$ cat src/hw/rtl/h2a_pkg.sv
package h2a_pkg;

	localparam int HUE_W = 15;
	localparam int BYTE_W = 8;
	localparam int HUE_FRACTION_BITS_DEF = 6;

	// sector width is 60 << frac = 15 << (frac + 2); the 255 * 15 part is divided by reciprocal
	localparam int SPAN_BASE = 60;
	localparam int SPAN_SHIFT_EXTRA = 2;
	localparam int DIV_BASE = 3825;
	localparam int SECTOR_COUNT = 6;

	// floor(x / 3825) == (x * DIV_MULT) >> DIV_SHIFT for every x below 2^DIV_IN_W
	localparam int DIV_IN_W = 20;
	localparam int DIV_MULT_W = 21;
	localparam logic [DIV_MULT_W-1:0] DIV_MULT = 21'd1122868;
	localparam int DIV_SHIFT = 32;

	typedef enum logic [2:0] {
		SEC_RED     = 3'd0,
		SEC_YELLOW  = 3'd1,
		SEC_GREEN   = 3'd2,
		SEC_CYAN    = 3'd3,
		SEC_BLUE    = 3'd4,
		SEC_MAGENTA = 3'd5
	} sector_t;

	// load enables for the lane stages
	typedef struct packed {
		logic ld2;
		logic ld3;
		logic ld4;
	} h2a_adv_t;

endpackage

$ cat src/hw/rtl/h2a_sector.sv
module h2a_sector #(
	parameter int HUE_FRACTION_BITS = h2a_pkg::HUE_FRACTION_BITS_DEF
) (
	input  logic                                   clk,
	input  logic                                   en,
	input  logic [h2a_pkg::HUE_W-1:0]              hue,
	output h2a_pkg::sector_t                       sector_s1,
	output logic [$clog2(h2a_pkg::SPAN_BASE << HUE_FRACTION_BITS)-1:0] rem_s1,
	output logic                                   oor_s1
);

	localparam int SPAN = h2a_pkg::SPAN_BASE << HUE_FRACTION_BITS;
	localparam int REM_W = $clog2(SPAN);
	localparam int SEC_W = $clog2(h2a_pkg::SECTOR_COUNT * SPAN + 1);
	// hue can run past the last sector boundary, so compare at the wider of the two
	localparam int CMP_W = (SEC_W > h2a_pkg::HUE_W) ? SEC_W : h2a_pkg::HUE_W;

	localparam logic [CMP_W-1:0] B1 = CMP_W'(SPAN);
	localparam logic [CMP_W-1:0] B2 = CMP_W'(2 * SPAN);
	localparam logic [CMP_W-1:0] B3 = CMP_W'(3 * SPAN);
	localparam logic [CMP_W-1:0] B4 = CMP_W'(4 * SPAN);
	localparam logic [CMP_W-1:0] B5 = CMP_W'(5 * SPAN);
	localparam logic [CMP_W-1:0] B6 = CMP_W'(6 * SPAN);

	logic [CMP_W-1:0] hue_x;
	logic [CMP_W-1:0] base;
	logic [CMP_W-1:0] diff;
	h2a_pkg::sector_t sec;
	logic             oor;

	assign hue_x = CMP_W'(hue);

	always_comb begin
		sec = h2a_pkg::SEC_RED;
		base = '0;
		oor = 1'b0;
		priority if (hue_x >= B6) begin
			oor = 1'b1;
		end else if (hue_x >= B5) begin
			sec = h2a_pkg::SEC_MAGENTA;
			base = B5;
		end else if (hue_x >= B4) begin
			sec = h2a_pkg::SEC_BLUE;
			base = B4;
		end else if (hue_x >= B3) begin
			sec = h2a_pkg::SEC_CYAN;
			base = B3;
		end else if (hue_x >= B2) begin
			sec = h2a_pkg::SEC_GREEN;
			base = B2;
		end else if (hue_x >= B1) begin
			sec = h2a_pkg::SEC_YELLOW;
			base = B1;
		end else begin
			sec = h2a_pkg::SEC_RED;
		end
	end

	assign diff = hue_x - base;

	always_ff @(posedge clk) begin
		if (en) begin
			sector_s1 <= sec;
			rem_s1 <= diff[REM_W-1:0];
			oor_s1 <= oor;
		end
	end

endmodule

$ cat src/hw/rtl/h2a_lane.sv
module h2a_lane #(
	parameter int HUE_FRACTION_BITS = h2a_pkg::HUE_FRACTION_BITS_DEF
) (
	input  logic                                   clk,
	input  h2a_pkg::h2a_adv_t                      adv,
	input  logic [$clog2((h2a_pkg::SPAN_BASE << HUE_FRACTION_BITS) + 1)-1:0] coef,
	input  logic [h2a_pkg::BYTE_W-1:0]             sat,
	input  logic [h2a_pkg::BYTE_W-1:0]             val,
	output logic [h2a_pkg::BYTE_W-1:0]             res_s4
);

	localparam int SPAN = h2a_pkg::SPAN_BASE << HUE_FRACTION_BITS;
	localparam int C_W = $clog2(SPAN + 1);
	localparam int FULL = 255 * SPAN;
	localparam int HALF = FULL / 2;
	localparam int FULL_W = $clog2(FULL + 1);
	localparam int N_W = FULL_W + h2a_pkg::BYTE_W;
	localparam int SH = HUE_FRACTION_BITS + h2a_pkg::SPAN_SHIFT_EXTRA;
	localparam int XW = h2a_pkg::DIV_IN_W;
	localparam int M_W = XW + h2a_pkg::DIV_MULT_W;

	logic [C_W+h2a_pkg::BYTE_W-1:0] prod;
	logic [FULL_W-1:0]              w_s2;
	logic [N_W-1:0]                 n;
	logic [N_W:0]                   nr;
	logic [N_W:0]                   nsh;
	logic [XW-1:0]                  x_s3;
	logic [M_W-1:0]                 m;

	// weight = 255*S - c*s, never negative since c <= S
	assign prod = coef * sat;

	always_ff @(posedge clk) begin
		if (adv.ld2) begin
			w_s2 <= FULL_W'(FULL) - prod[FULL_W-1:0];
		end
	end

	// add half the divisor, then drop the power-of-two part of it
	assign n = val * w_s2;
	assign nr = {1'b0, n} + (N_W + 1)'(HALF);
	assign nsh = nr >> SH;

	always_ff @(posedge clk) begin
		if (adv.ld3) begin
			x_s3 <= nsh[XW-1:0];
		end
	end

	assign m = x_s3 * h2a_pkg::DIV_MULT;

	always_ff @(posedge clk) begin
		if (adv.ld4) begin
			res_s4 <= m[h2a_pkg::DIV_SHIFT +: h2a_pkg::BYTE_W];
		end
	end

endmodule

$ cat src/hw/rtl/hsv_to_argb_converter.sv
// path: an accepted input beat is registered in stages 1 to 4, then in the output register
// throughput: one beat per cycle while out_stall is low; stage 4 holds the reciprocal multiply
// each stage advances when it is empty or the stage after it moves, so bubbles collapse
// reset clears the stage valid bits only; the pipeline comes up empty
module hsv_to_argb_converter #(
	parameter int HUE_FRACTION_BITS = h2a_pkg::HUE_FRACTION_BITS_DEF
) (
	input  logic                       clk,
	input  logic                       arst_n,
	input  logic                       in_valid,
	output logic                       in_stall,
	input  logic [h2a_pkg::HUE_W-1:0]  hue,
	input  logic [h2a_pkg::BYTE_W-1:0] saturation,
	input  logic [h2a_pkg::BYTE_W-1:0] brightness,
	input  logic [h2a_pkg::BYTE_W-1:0] alpha_in,
	output logic                       out_valid,
	input  logic                       out_stall,
	output logic [h2a_pkg::BYTE_W-1:0] alpha_out,
	output logic [h2a_pkg::BYTE_W-1:0] red,
	output logic [h2a_pkg::BYTE_W-1:0] green,
	output logic [h2a_pkg::BYTE_W-1:0] blue,
	output logic                       hue_out_of_range
);

	localparam int SPAN = h2a_pkg::SPAN_BASE << HUE_FRACTION_BITS;
	localparam int REM_W = $clog2(SPAN);
	localparam int C_W = $clog2(SPAN + 1);

	logic v_s1, v_s2, v_s3, v_s4;
	logic rdy1, rdy2, rdy3, rdy4, rdy5;
	h2a_pkg::h2a_adv_t adv;

	h2a_pkg::sector_t sector_s1, sector_s2, sector_s3, sector_s4;
	logic             oor_s1, oor_s2, oor_s3, oor_s4;
	logic [REM_W-1:0] rem_s1;
	logic [h2a_pkg::BYTE_W-1:0] sat_s1, val_s1, val_s2, val_s3, val_s4;
	logic [h2a_pkg::BYTE_W-1:0] a_s1, a_s2, a_s3, a_s4;
	logic [h2a_pkg::BYTE_W-1:0] p_s4, q_s4, t_s4;
	logic [C_W-1:0] coef_p, coef_q, coef_t;
	logic [h2a_pkg::BYTE_W-1:0] r_d, g_d, b_d;

	assign rdy5 = !out_valid || !out_stall;
	assign rdy4 = !v_s4 || rdy5;
	assign rdy3 = !v_s3 || rdy4;
	assign rdy2 = !v_s2 || rdy3;
	assign rdy1 = !v_s1 || rdy2;
	assign in_stall = !rdy1;

	assign adv.ld2 = rdy2;
	assign adv.ld3 = rdy3;
	assign adv.ld4 = rdy4;

	always_ff @(posedge clk or negedge arst_n) begin
		if (!arst_n) begin
			v_s1 <= 1'b0;
			v_s2 <= 1'b0;
			v_s3 <= 1'b0;
			v_s4 <= 1'b0;
			out_valid <= 1'b0;
		end else begin
			if (rdy1) v_s1 <= in_valid;
			if (rdy2) v_s2 <= v_s1;
			if (rdy3) v_s3 <= v_s2;
			if (rdy4) v_s4 <= v_s3;
			if (rdy5) out_valid <= v_s4;
		end
	end

	h2a_sector #(
		.HUE_FRACTION_BITS(HUE_FRACTION_BITS)
	) u_sector (
		.clk(clk),
		.en(rdy1),
		.hue(hue),
		.sector_s1(sector_s1),
		.rem_s1(rem_s1),
		.oor_s1(oor_s1)
	);

	always_ff @(posedge clk) begin
		if (rdy1) begin
			sat_s1 <= saturation;
			val_s1 <= brightness;
			a_s1 <= alpha_in;
		end
		if (rdy2) begin
			sector_s2 <= sector_s1;
			oor_s2 <= oor_s1;
			val_s2 <= val_s1;
			a_s2 <= a_s1;
		end
		if (rdy3) begin
			sector_s3 <= sector_s2;
			oor_s3 <= oor_s2;
			val_s3 <= val_s2;
			a_s3 <= a_s2;
		end
		if (rdy4) begin
			sector_s4 <= sector_s3;
			oor_s4 <= oor_s3;
			val_s4 <= val_s3;
			a_s4 <= a_s3;
		end
	end

	// p uses the full sector width, q the remainder, t what is left of the sector
	assign coef_p = C_W'(SPAN);
	assign coef_q = C_W'(rem_s1);
	assign coef_t = C_W'(SPAN) - C_W'(rem_s1);

	h2a_lane #(
		.HUE_FRACTION_BITS(HUE_FRACTION_BITS)
	) u_lane_p (
		.clk(clk),
		.adv(adv),
		.coef(coef_p),
		.sat(sat_s1),
		.val(val_s2),
		.res_s4(p_s4)
	);

	h2a_lane #(
		.HUE_FRACTION_BITS(HUE_FRACTION_BITS)
	) u_lane_q (
		.clk(clk),
		.adv(adv),
		.coef(coef_q),
		.sat(sat_s1),
		.val(val_s2),
		.res_s4(q_s4)
	);

	h2a_lane #(
		.HUE_FRACTION_BITS(HUE_FRACTION_BITS)
	) u_lane_t (
		.clk(clk),
		.adv(adv),
		.coef(coef_t),
		.sat(sat_s1),
		.val(val_s2),
		.res_s4(t_s4)
	);

	always_comb begin
		unique case (sector_s4)
			h2a_pkg::SEC_RED: begin
				r_d = val_s4; g_d = t_s4; b_d = p_s4;
			end
			h2a_pkg::SEC_YELLOW: begin
				r_d = q_s4; g_d = val_s4; b_d = p_s4;
			end
			h2a_pkg::SEC_GREEN: begin
				r_d = p_s4; g_d = val_s4; b_d = t_s4;
			end
			h2a_pkg::SEC_CYAN: begin
				r_d = p_s4; g_d = q_s4; b_d = val_s4;
			end
			h2a_pkg::SEC_BLUE: begin
				r_d = t_s4; g_d = p_s4; b_d = val_s4;
			end
			default: begin
				r_d = val_s4; g_d = p_s4; b_d = q_s4;
			end
		endcase
	end

	always_ff @(posedge clk) begin
		if (rdy5) begin
			alpha_out <= oor_s4 ? '0 : a_s4;
			red <= oor_s4 ? '0 : r_d;
			green <= oor_s4 ? '0 : g_d;
			blue <= oor_s4 ? '0 : b_d;
			hue_out_of_range <= oor_s4;
		end
	end

	a_oor_zero: assert property (@(posedge clk) disable iff (!arst_n)
		out_valid && hue_out_of_range |->
			alpha_out == '0 && red == '0 && green == '0 && blue == '0)
		else $error("out-of-range hue beat with nonzero channels");

	a_in_lands: assert property (@(posedge clk) disable iff (!arst_n)
		in_valid && !in_stall |=> v_s1)
		else $error("accepted beat missing from stage 1");

	a_sector_legal: assert property (@(posedge clk) disable iff (!arst_n)
		v_s4 && !oor_s4 |-> sector_s4 <= h2a_pkg::SEC_MAGENTA)
		else $error("in-range beat with sector above five");

	a_s4_holds: assert property (@(posedge clk) disable iff (!arst_n)
		v_s4 && !rdy4 |=> v_s4 && $stable(sector_s4) && $stable(p_s4))
		else $error("stage 4 changed while held");

endmodule
$ cat config.mk
export PLATFORM = sky130hd
export DESIGN_NAME = hsv_to_argb_converter
export DESIGN_NICKNAME = d
export VERILOG_FILES = /design/src/hw/rtl/h2a_pkg.sv /design/src/hw/rtl/h2a_sector.sv /design/src/hw/rtl/h2a_lane.sv /design/src/hw/rtl/hsv_to_argb_converter.sv
export SDC_FILE = /design/constraint.sdc
export NUM_CORES = 2
export LEC_CHECK = 0
export ABC_AREA = 1
export BUFFER_PORTS_ARGS = -buffer_cell sky130_fd_sc_hd__buf_4
export CAP_MARGIN = 10
export CORE_ASPECT_RATIO = 0.7
export CORE_MARGIN = 3
export CORE_UTILIZATION = 42
export DETAILED_ROUTE_END_ITERATION = 8
export RECOVER_POWER = 50
export SLEW_MARGIN = 20
export SYNTH_ARGS = -nofsm -noshare
export SYNTH_HDL_FRONTEND = slang
export SYNTH_SLANG_ARGS = --single-unit
$ cat constraint.sdc
create_clock -name clk -period 9.2 [get_ports clk]
set_input_delay 0.46 -clock clk [delete_from_list [all_inputs] [get_ports clk]]
set_output_delay 0.46 -clock clk [all_outputs]
set_load 0.005 [all_outputs]
# Word-level counts from Yosys, hierarchy flattened
# Index checks and enable logic that the tools add are counted.
[classes] n_addsub=8 multipliers=9 div=0 n_lt_le_gt_ge=6 n_eq_ne=4 n_shift=0 n_mux=15 bitwise=0 reduce_logical=18
[op_table] operator="20-bit by 19-bit multiplier with 38-bit output (second input constant)" n=3
[op_table] operator="28-bit by 19-bit adder with 28-bit output (second input constant)" n=3
[op_table] operator="8-bit by 20-bit multiplier with 28-bit output" n=3
[op_table] operator="12-bit 2-to-1 mux" n=6
[op_table] operator="8-bit case mux with 3 select lines" n=3
[op_table] operator="20-bit subtractor (first input constant)" n=3
[op_table] operator="12-bit by 8-bit multiplier with 20-bit output" n=2
[op_table] operator="15-bit by 14-bit >= comparator with 1-bit output (second input constant)" n=2
[op_table] operator="15-bit >= comparator (second input constant)" n=2
[op_table] operator="15-bit by 12-bit >= comparator with 1-bit output (second input constant)" n=1
[op_table] operator="15-bit by 13-bit >= comparator with 1-bit output (second input constant)" n=1
[op_table] operator="4-bit by 8-bit multiplier with 12-bit output (first input constant)" n=1
[op_table] operator="3-bit 2-to-1 mux" n=4
[op_table] operator="12-bit subtractor" n=1
[op_table] operator="12-bit subtractor (first input constant)" n=1
[op_table] operator="2-bit OR reduction" n=4
[op_table] operator="1-bit logical NOT" n=7
[op_table] operator="3-bit by 2-bit == test with 1-bit output (second input constant)" n=2
[op_table] operator="1-bit logical OR" n=5
[op_table] operator="3-bit by 1-bit == test with 1-bit output (second input constant)" n=1
[op_table] operator="3-bit == test (second input constant)" n=1
[op_table] operator="3-bit logical NOT" n=1
[op_table] operator="3-bit OR reduction" n=1
[op_table] operator="1-bit 2-to-1 mux" n=2
[totals] ff_bits=282 latchBits=0 ramBits=0 romBits=0 input_bits=43 out_inout_bits=35 mem_count=0

# Logic depth before layout (Yosys ltp)
[logic_depth] ltp_word=8 mapped_depth=29 depth_no_buf=28

# By module
# Synthesis repeated with hierarchy kept, for this count alone.
[hier_totals] cells_unflattened=6405 area_unflattened_um2=52307.7
[by_module_without_submodules] mod="h2a_lane (u_lane_t)" instances=1 cells_per_inst=1977 area_each_um2=15581.2 seq_area_each_um2=1441.4
[by_module_without_submodules] mod="h2a_lane (u_lane_p)" instances=1 cells_per_inst=1969 area_each_um2=15518.6 seq_area_each_um2=1441.4
[by_module_without_submodules] mod="h2a_lane (u_lane_q)" instances=1 cells_per_inst=1963 area_each_um2=15467.3 seq_area_each_um2=1441.4
[by_module_without_submodules] mod="hsv_to_argb_converter" instances=1 cells_per_inst=421 area_each_um2=4956.0 seq_area_each_um2=3638.5
[by_module_without_submodules] mod="h2a_sector" instances=1 cells_per_inst=75 area_each_um2=784.5 seq_area_each_um2=480.5

# Least setup slack after synthesis
# OpenSTA, ideal clock, no wires.
[synth_path] path_type="input port to flip-flop" from="in out_stall" to="reg a_s1[0] (netlist name) (enable)" setup_time_ps=395 arrival_ps=6590 path_slack_ps=2216 cell_stages=9 n_path_buf=0 path_cell_list="nand2_1 -> nor2_1 -> inv_1 -> nor2_1 -> inv_1 -> nor2_1 -> inv_1 -> nor2_1 -> inv_1"
[synth_via] elab_chain_len=6
[synth_lines] item="from (decl)" line_no="hsv_to_argb_converter.sv:17" rtl="input logic out_stall,"
[synth_lines] item="1-bit logical NOT" line_no="hsv_to_argb_converter.sv:42" rtl="assign rdy5 = !out_valid || !out_stall;"
[synth_lines] item="1-bit logical OR" line_no="hsv_to_argb_converter.sv:42"
[synth_lines] item="1-bit logical OR" line_no="hsv_to_argb_converter.sv:43" rtl="assign rdy4 = !v_s4 || rdy5;"
[synth_lines] item="net rdy4" line_no="hsv_to_argb_converter.sv:30" rtl="logic rdy1, rdy2, rdy3, rdy4, rdy5;"
[synth_lines] item="1-bit logical OR" line_no="hsv_to_argb_converter.sv:44" rtl="assign rdy3 = !v_s3 || rdy4;"
[synth_lines] item="net rdy3" line_no="hsv_to_argb_converter.sv:30"
[synth_lines] item="1-bit logical OR" line_no="hsv_to_argb_converter.sv:45" rtl="assign rdy2 = !v_s2 || rdy3;"
[synth_lines] item="net rdy2" line_no="hsv_to_argb_converter.sv:30"
[synth_lines] item="1-bit logical OR" line_no="hsv_to_argb_converter.sv:46" rtl="assign rdy1 = !v_s1 || rdy2;"
[synth_lines] item="to (signal assigned)" line_no="hsv_to_argb_converter.sv:84" rtl="a_s1 <= alpha_in;"
[synth_lines] item="to (decl)" line_no="hsv_to_argb_converter.sv:37" rtl="logic [h2a_pkg::BYTE_W-1:0] a_s1, a_s2, a_s3, a_s4;"
# The timed path passes the listed nets, and every way through them passes these cells.
# A chain may end at the register's enable or synchronous reset.

# Worst setup path in the final report
[layout_path] from="reg val_s2[3] (netlist name)" to="reg u_lane_q.x_s3[15] (data pin)"
[layout_via] elab_chain_len=2
[layout_lines] item="from (decl)" line_no="hsv_to_argb_converter.sv:36" rtl="logic [h2a_pkg::BYTE_W-1:0] sat_s1, val_s1, val_s2, val_s3, val_s4;"
[layout_lines] item="from (signal assigned)" line_no="hsv_to_argb_converter.sv:89" rtl="val_s2 <= val_s1;"
[layout_lines] item="8-bit by 20-bit multiplier with 28-bit output" line_no="h2a_lane.sv:40" rtl="assign n = val * w_s2;"
[layout_lines] item="28-bit by 19-bit adder with 28-bit output" line_no="h2a_lane.sv:41" rtl="assign nr = {1'b0, n} + (N_W + 1)'(HALF);"
[layout_lines] item="net u_lane_q.nr[23]" line_no="h2a_lane.sv:25" rtl="logic [N_W:0] nr;"
[layout_lines] item="to (signal assigned)" line_no="h2a_lane.sv:46" rtl="x_s3 <= nsh[XW-1:0];"
[layout_lines] item="to (decl)" line_no="h2a_lane.sv:27" rtl="logic [XW-1:0] x_s3;"
# The timed path passes the listed nets, and every way through them passes these cells.

==> metrics.md <==
| Metric | Value |
|---|---|
| Die outline width | `406 microns` |
| Hold Path Sink | `v_s1$_DFFE_PN0N_` |
| Flip-flop cell with the highest count after synthesis | `edfxtp_1` |
| Register-to-register setup slack | `2110 ps` |
| Final estimated routing congestion in global placement | `0.895` |
| CTS Buf Count | `35` |
| Final hold violations | `0` |
| Run status | `finished, violations left` |
| Launch instance of the worst min-delay path | `in_valid` |
| Insertion delay of the later-clocked pin in the worst-skew pair | `600 ps` |
| Simple-gate share of the synthesized area | `13.9%` |
| R2R cell count | `17` |
| Final core occ | `45.3%` |
| Final worst-path cycle share | `77.1%` |
| Final min period | `7090 ps` |
| H-tree depth | `2` |
| Number of global-route vias before repair | `35300` |
| R2r startpoint | `val_s2[3]$_DFFE_PP_` |
| Number of different library cells in the post-synthesis netlist | `53` |
| Clock Path Buffers | `3` |
| Xor/xnor cell area share of the yosys netlist | `1.80%` |
| Number of pins with negative max-slew slack in the final report | `447` |
| Count of port buffers added during placement | `77` |
| Worst Hold Depth | `2` |
| Main area contributors after synthesis | `fa_1, ha_1, edfxtp_1` |
| Area of the core region | `111000 sq um` |
| Synthesized Nets | `7100` |
| Sequential fraction of the synthesis area | `17.3%` |
| Library cell used as clock root buffer | `clkbuf_16` |
| Signal arrival time at the worst endpoint | `7500 ps` |
| Post-detailed-route DRC marker count | `0` |
| Initial Utilization | `42.5%` |
| Finish-stage setup viols | `0` |
| First-pass GRT wire length | `186000 microns` |
| Delay of the slowest critical-path stage | `2410 ps` |
| CTS tree | `built` |
| Violated checks | `capacitance limit, slew limit` |
| Post-synthesis mux area share | `0%` |
| Area share of the leading cell type in the synthesized netlist | `26.4%` |
| Destination of the worst register-to-register timing path | `u_lane_q.x_s3[15]$_DFFE_PP_` |
| Post-Synthesis Mean Instance Area | `8.31 sq um` |
| Busiest grt layer | `met1` |
| YS warnings | `0` |
| Maximum capacitance violations | `10` |
| Type of destination of the critical path | `register` |
| Worst Path Class, Setup | `reg -> reg` |
| Layout cell share with drive strength beyond 1 | `2.80%` |
| Vias per std cell | `4.79` |
| Transition time of the tightest slew-check pin | `3480 ps` |
| Clk slew on worst S/H paths | `60 ps` |
| Pin count of the biggest net entering global routing | `62` |
| Clk_skew | `38.0 ps` |
| Slew Limit Headroom | `-132%` |
| Overall routing resource usage | `19.9%` |
| Area enclosed by the die boundary | `116000 sq um` |
| Layout Nets | `7114` |
| Biggest area consumer among synthesized cells | `fa_1` |
| Cell-by-cell listing of the critical path | `clkbuf_1 > nand2_1 > fa_1 > inv_1 > fa_1 > inv_1 > fa_1 > fa_1 > inv_1 > ha_1 > nand2_1 > nor2_1 > inv_1 > nor3_1 > nand4_1 > nand3_1 > xor2_1` |
| Flip-flop and latch count after synthesis | `273` |
| Area growth from synthesis to final layout | `6.67%` |
| Maximum achievable frequency | `141 MHz` |
| Post-synth EDFFs | `268` |
| Global routing usage on met1 | `31.5%` |
| Initial detailed-routing violation count | `2220` |
| Synth top cells by count | `inv_1, nand2_1, ha_1, fa_1, edfxtp_1` |
| Number of instances resized during post-cts repair | `0` |
| Diodes inserted | `0` |
| Total Negative Setup Slacks | `0 ps` |
| Global Route met2 Usage | `28.5%` |
| Max stage delay cell, worst path | `clkbuf_1` |
| Startpoint type of the worst setup path | `register` |
| Initial antenna violation count | `1` |
| Global-route track usage on met3 | `3.36%` |
| Post-Syn Area | `47100 sq um` |
| Crit-path max FO | `52` |
| Most repeated cell in the gate-level netlist after synthesis | `inv_1` |
| Fraction of the mapped netlist area in adder cells | `46.8%` |
| Proportion of synthesized flip-flops having asynchronous set or reset | `1.83%` |
| Half-perimeter wire length after placement | `92100 microns` |
| Post-synthesis cell count | `5667` |
| Vertical die dimension | `286 microns` |
| Worst min-delay path class | `in -> reg` |
| Wire length per cell after detailed routing | `15.5 microns` |
| Row count | `102` |
| Post-Route WL | `111000 microns` |
| Number of vias in the routed layout | `34300` |
| Main combinational cell family by area after synthesis | `adder cells` |
| Leftover overflow at the end of global routing | `0` |
| Compound-cell area share of the yosys netlist | `5.44%` |
| Worst EP required | `9620 ps` |
| Count of clock tree sinks | `273` |
| I/O pin count | `78` |
| RSZ-0062 raised after global routing | `false` |
| 1st-pass router iterations | `6` |
| Antenna-violating nets left | `0` |
==> kinds of logic after synthesis <==
kind of cell / count (synthesis)
flops: 273
fa+ha+maj: 1390
buf+inv: 1823
simple gates: 1630
xor+xnor: 96
compound gates: 455
==> stage by stage <==
step	std cells	hold WS (ps)	area [sq um]	setup slack [ps]
after CTS	7163	1.91	50400	3500
after floorplan	5667	164	47100	2220
final	7163	55.9	50300	2110
after detailed placement	7094	266	49100	3510
after global routing	7163	32.5	50300	1620
after global placement	7094	265	49100	3630
==> metal layers <==
metal  vias up  wire length, microns  share of wire (%)
li1      17100                     -                  -
met1     16300                 58800                 53
met2       761                 43800                 39
met3        92                  6860                6.2
met4         0                  1650                1.5
met5         -                     0                  0
==> repair_timing <==
item / 4_1_cts / 5_1_grt
hold buffers: 6 / 0
setup buffers: 0 / 0
hold endpoints to repair: 10 / 0
==> placed cells by master (no fill, tap or decap), drive strengths merged, types with 16 or more instances in the layout <==
master,instances
clkbuf,113
nor3,49
edfxtp,268
a21oi,237
clkinv,18
inv,1696
nand4,24
xnor2,32
nor4,16
buf,22
ha,769
a31oi,20
xor2,64
fa,621
nand3,107
o21ai,111
nand2,1152
o21bai,26
nor2,261
a21o,19
==> worst max path at each step <==
stage | slack, ps | start | cells past startpoint | end
4_1_cts | 3500 | u_sector.rem_s1[1]$_DFFE_PN_ | 24 | u_lane_t.w_s2[17]$_DFFE_PP_
3_5_place_dp | 3510 | u_sector.rem_s1[1]$_DFFE_PN_ | 24 | u_lane_t.w_s2[17]$_DFFE_PP_
3_3_place_gp | 3630 | u_sector.rem_s1[0]$_DFFE_PN_ | 24 | u_lane_t.w_s2[17]$_DFFE_PP_
6_report | 2110 | val_s2[3]$_DFFE_PP_ | 17 | u_lane_q.x_s3[15]$_DFFE_PP_
5_1_grt | 1620 | val_s2[1]$_DFFE_PP_ | 15 | u_lane_q.x_s3[15]$_DFFE_PP_
2_1_floorplan | 2220 | out_stall | 9 | a_s1[0]$_DFFE_PN_
==> worst max-delay path: cells and delay by family (launching register included) <==
kind,cells,cell delay (ps)
adder cells (fa/ha/maj),5,2480
buffers and inverters,5,2650
AND/OR/NAND/NOR,6,1170
XOR/XNOR,1,190
flip-flops,1,330
==> final cells by class <==
cell class / instances / area [sq um]
fillers: 10900 / 60700
multi-input cells: 3571 / 32000
flip-flops and latches: 273 / 8170
inverters: 1695 / 6360
well taps: 1456 / 1820
clock buffers: 36 / 880
repair buffers: 105 / 694
clock inverters: 27 / 314
==> flip-flops by register name, summed over array words and instances (netlist names), 12 cells and up <==
signal	count
u_lane_q.x_s3	20
u_lane_t.w_s2	20
u_lane_p.x_s3	20
u_sector.rem_s1	12
u_lane_t.x_s3	20
u_lane_p.w_s2	12
u_lane_q.w_s2	19
Power is left out: the tool's default activity adds up to more than one toggle a clock period on the data nets, which glitch-free logic cannot reach.
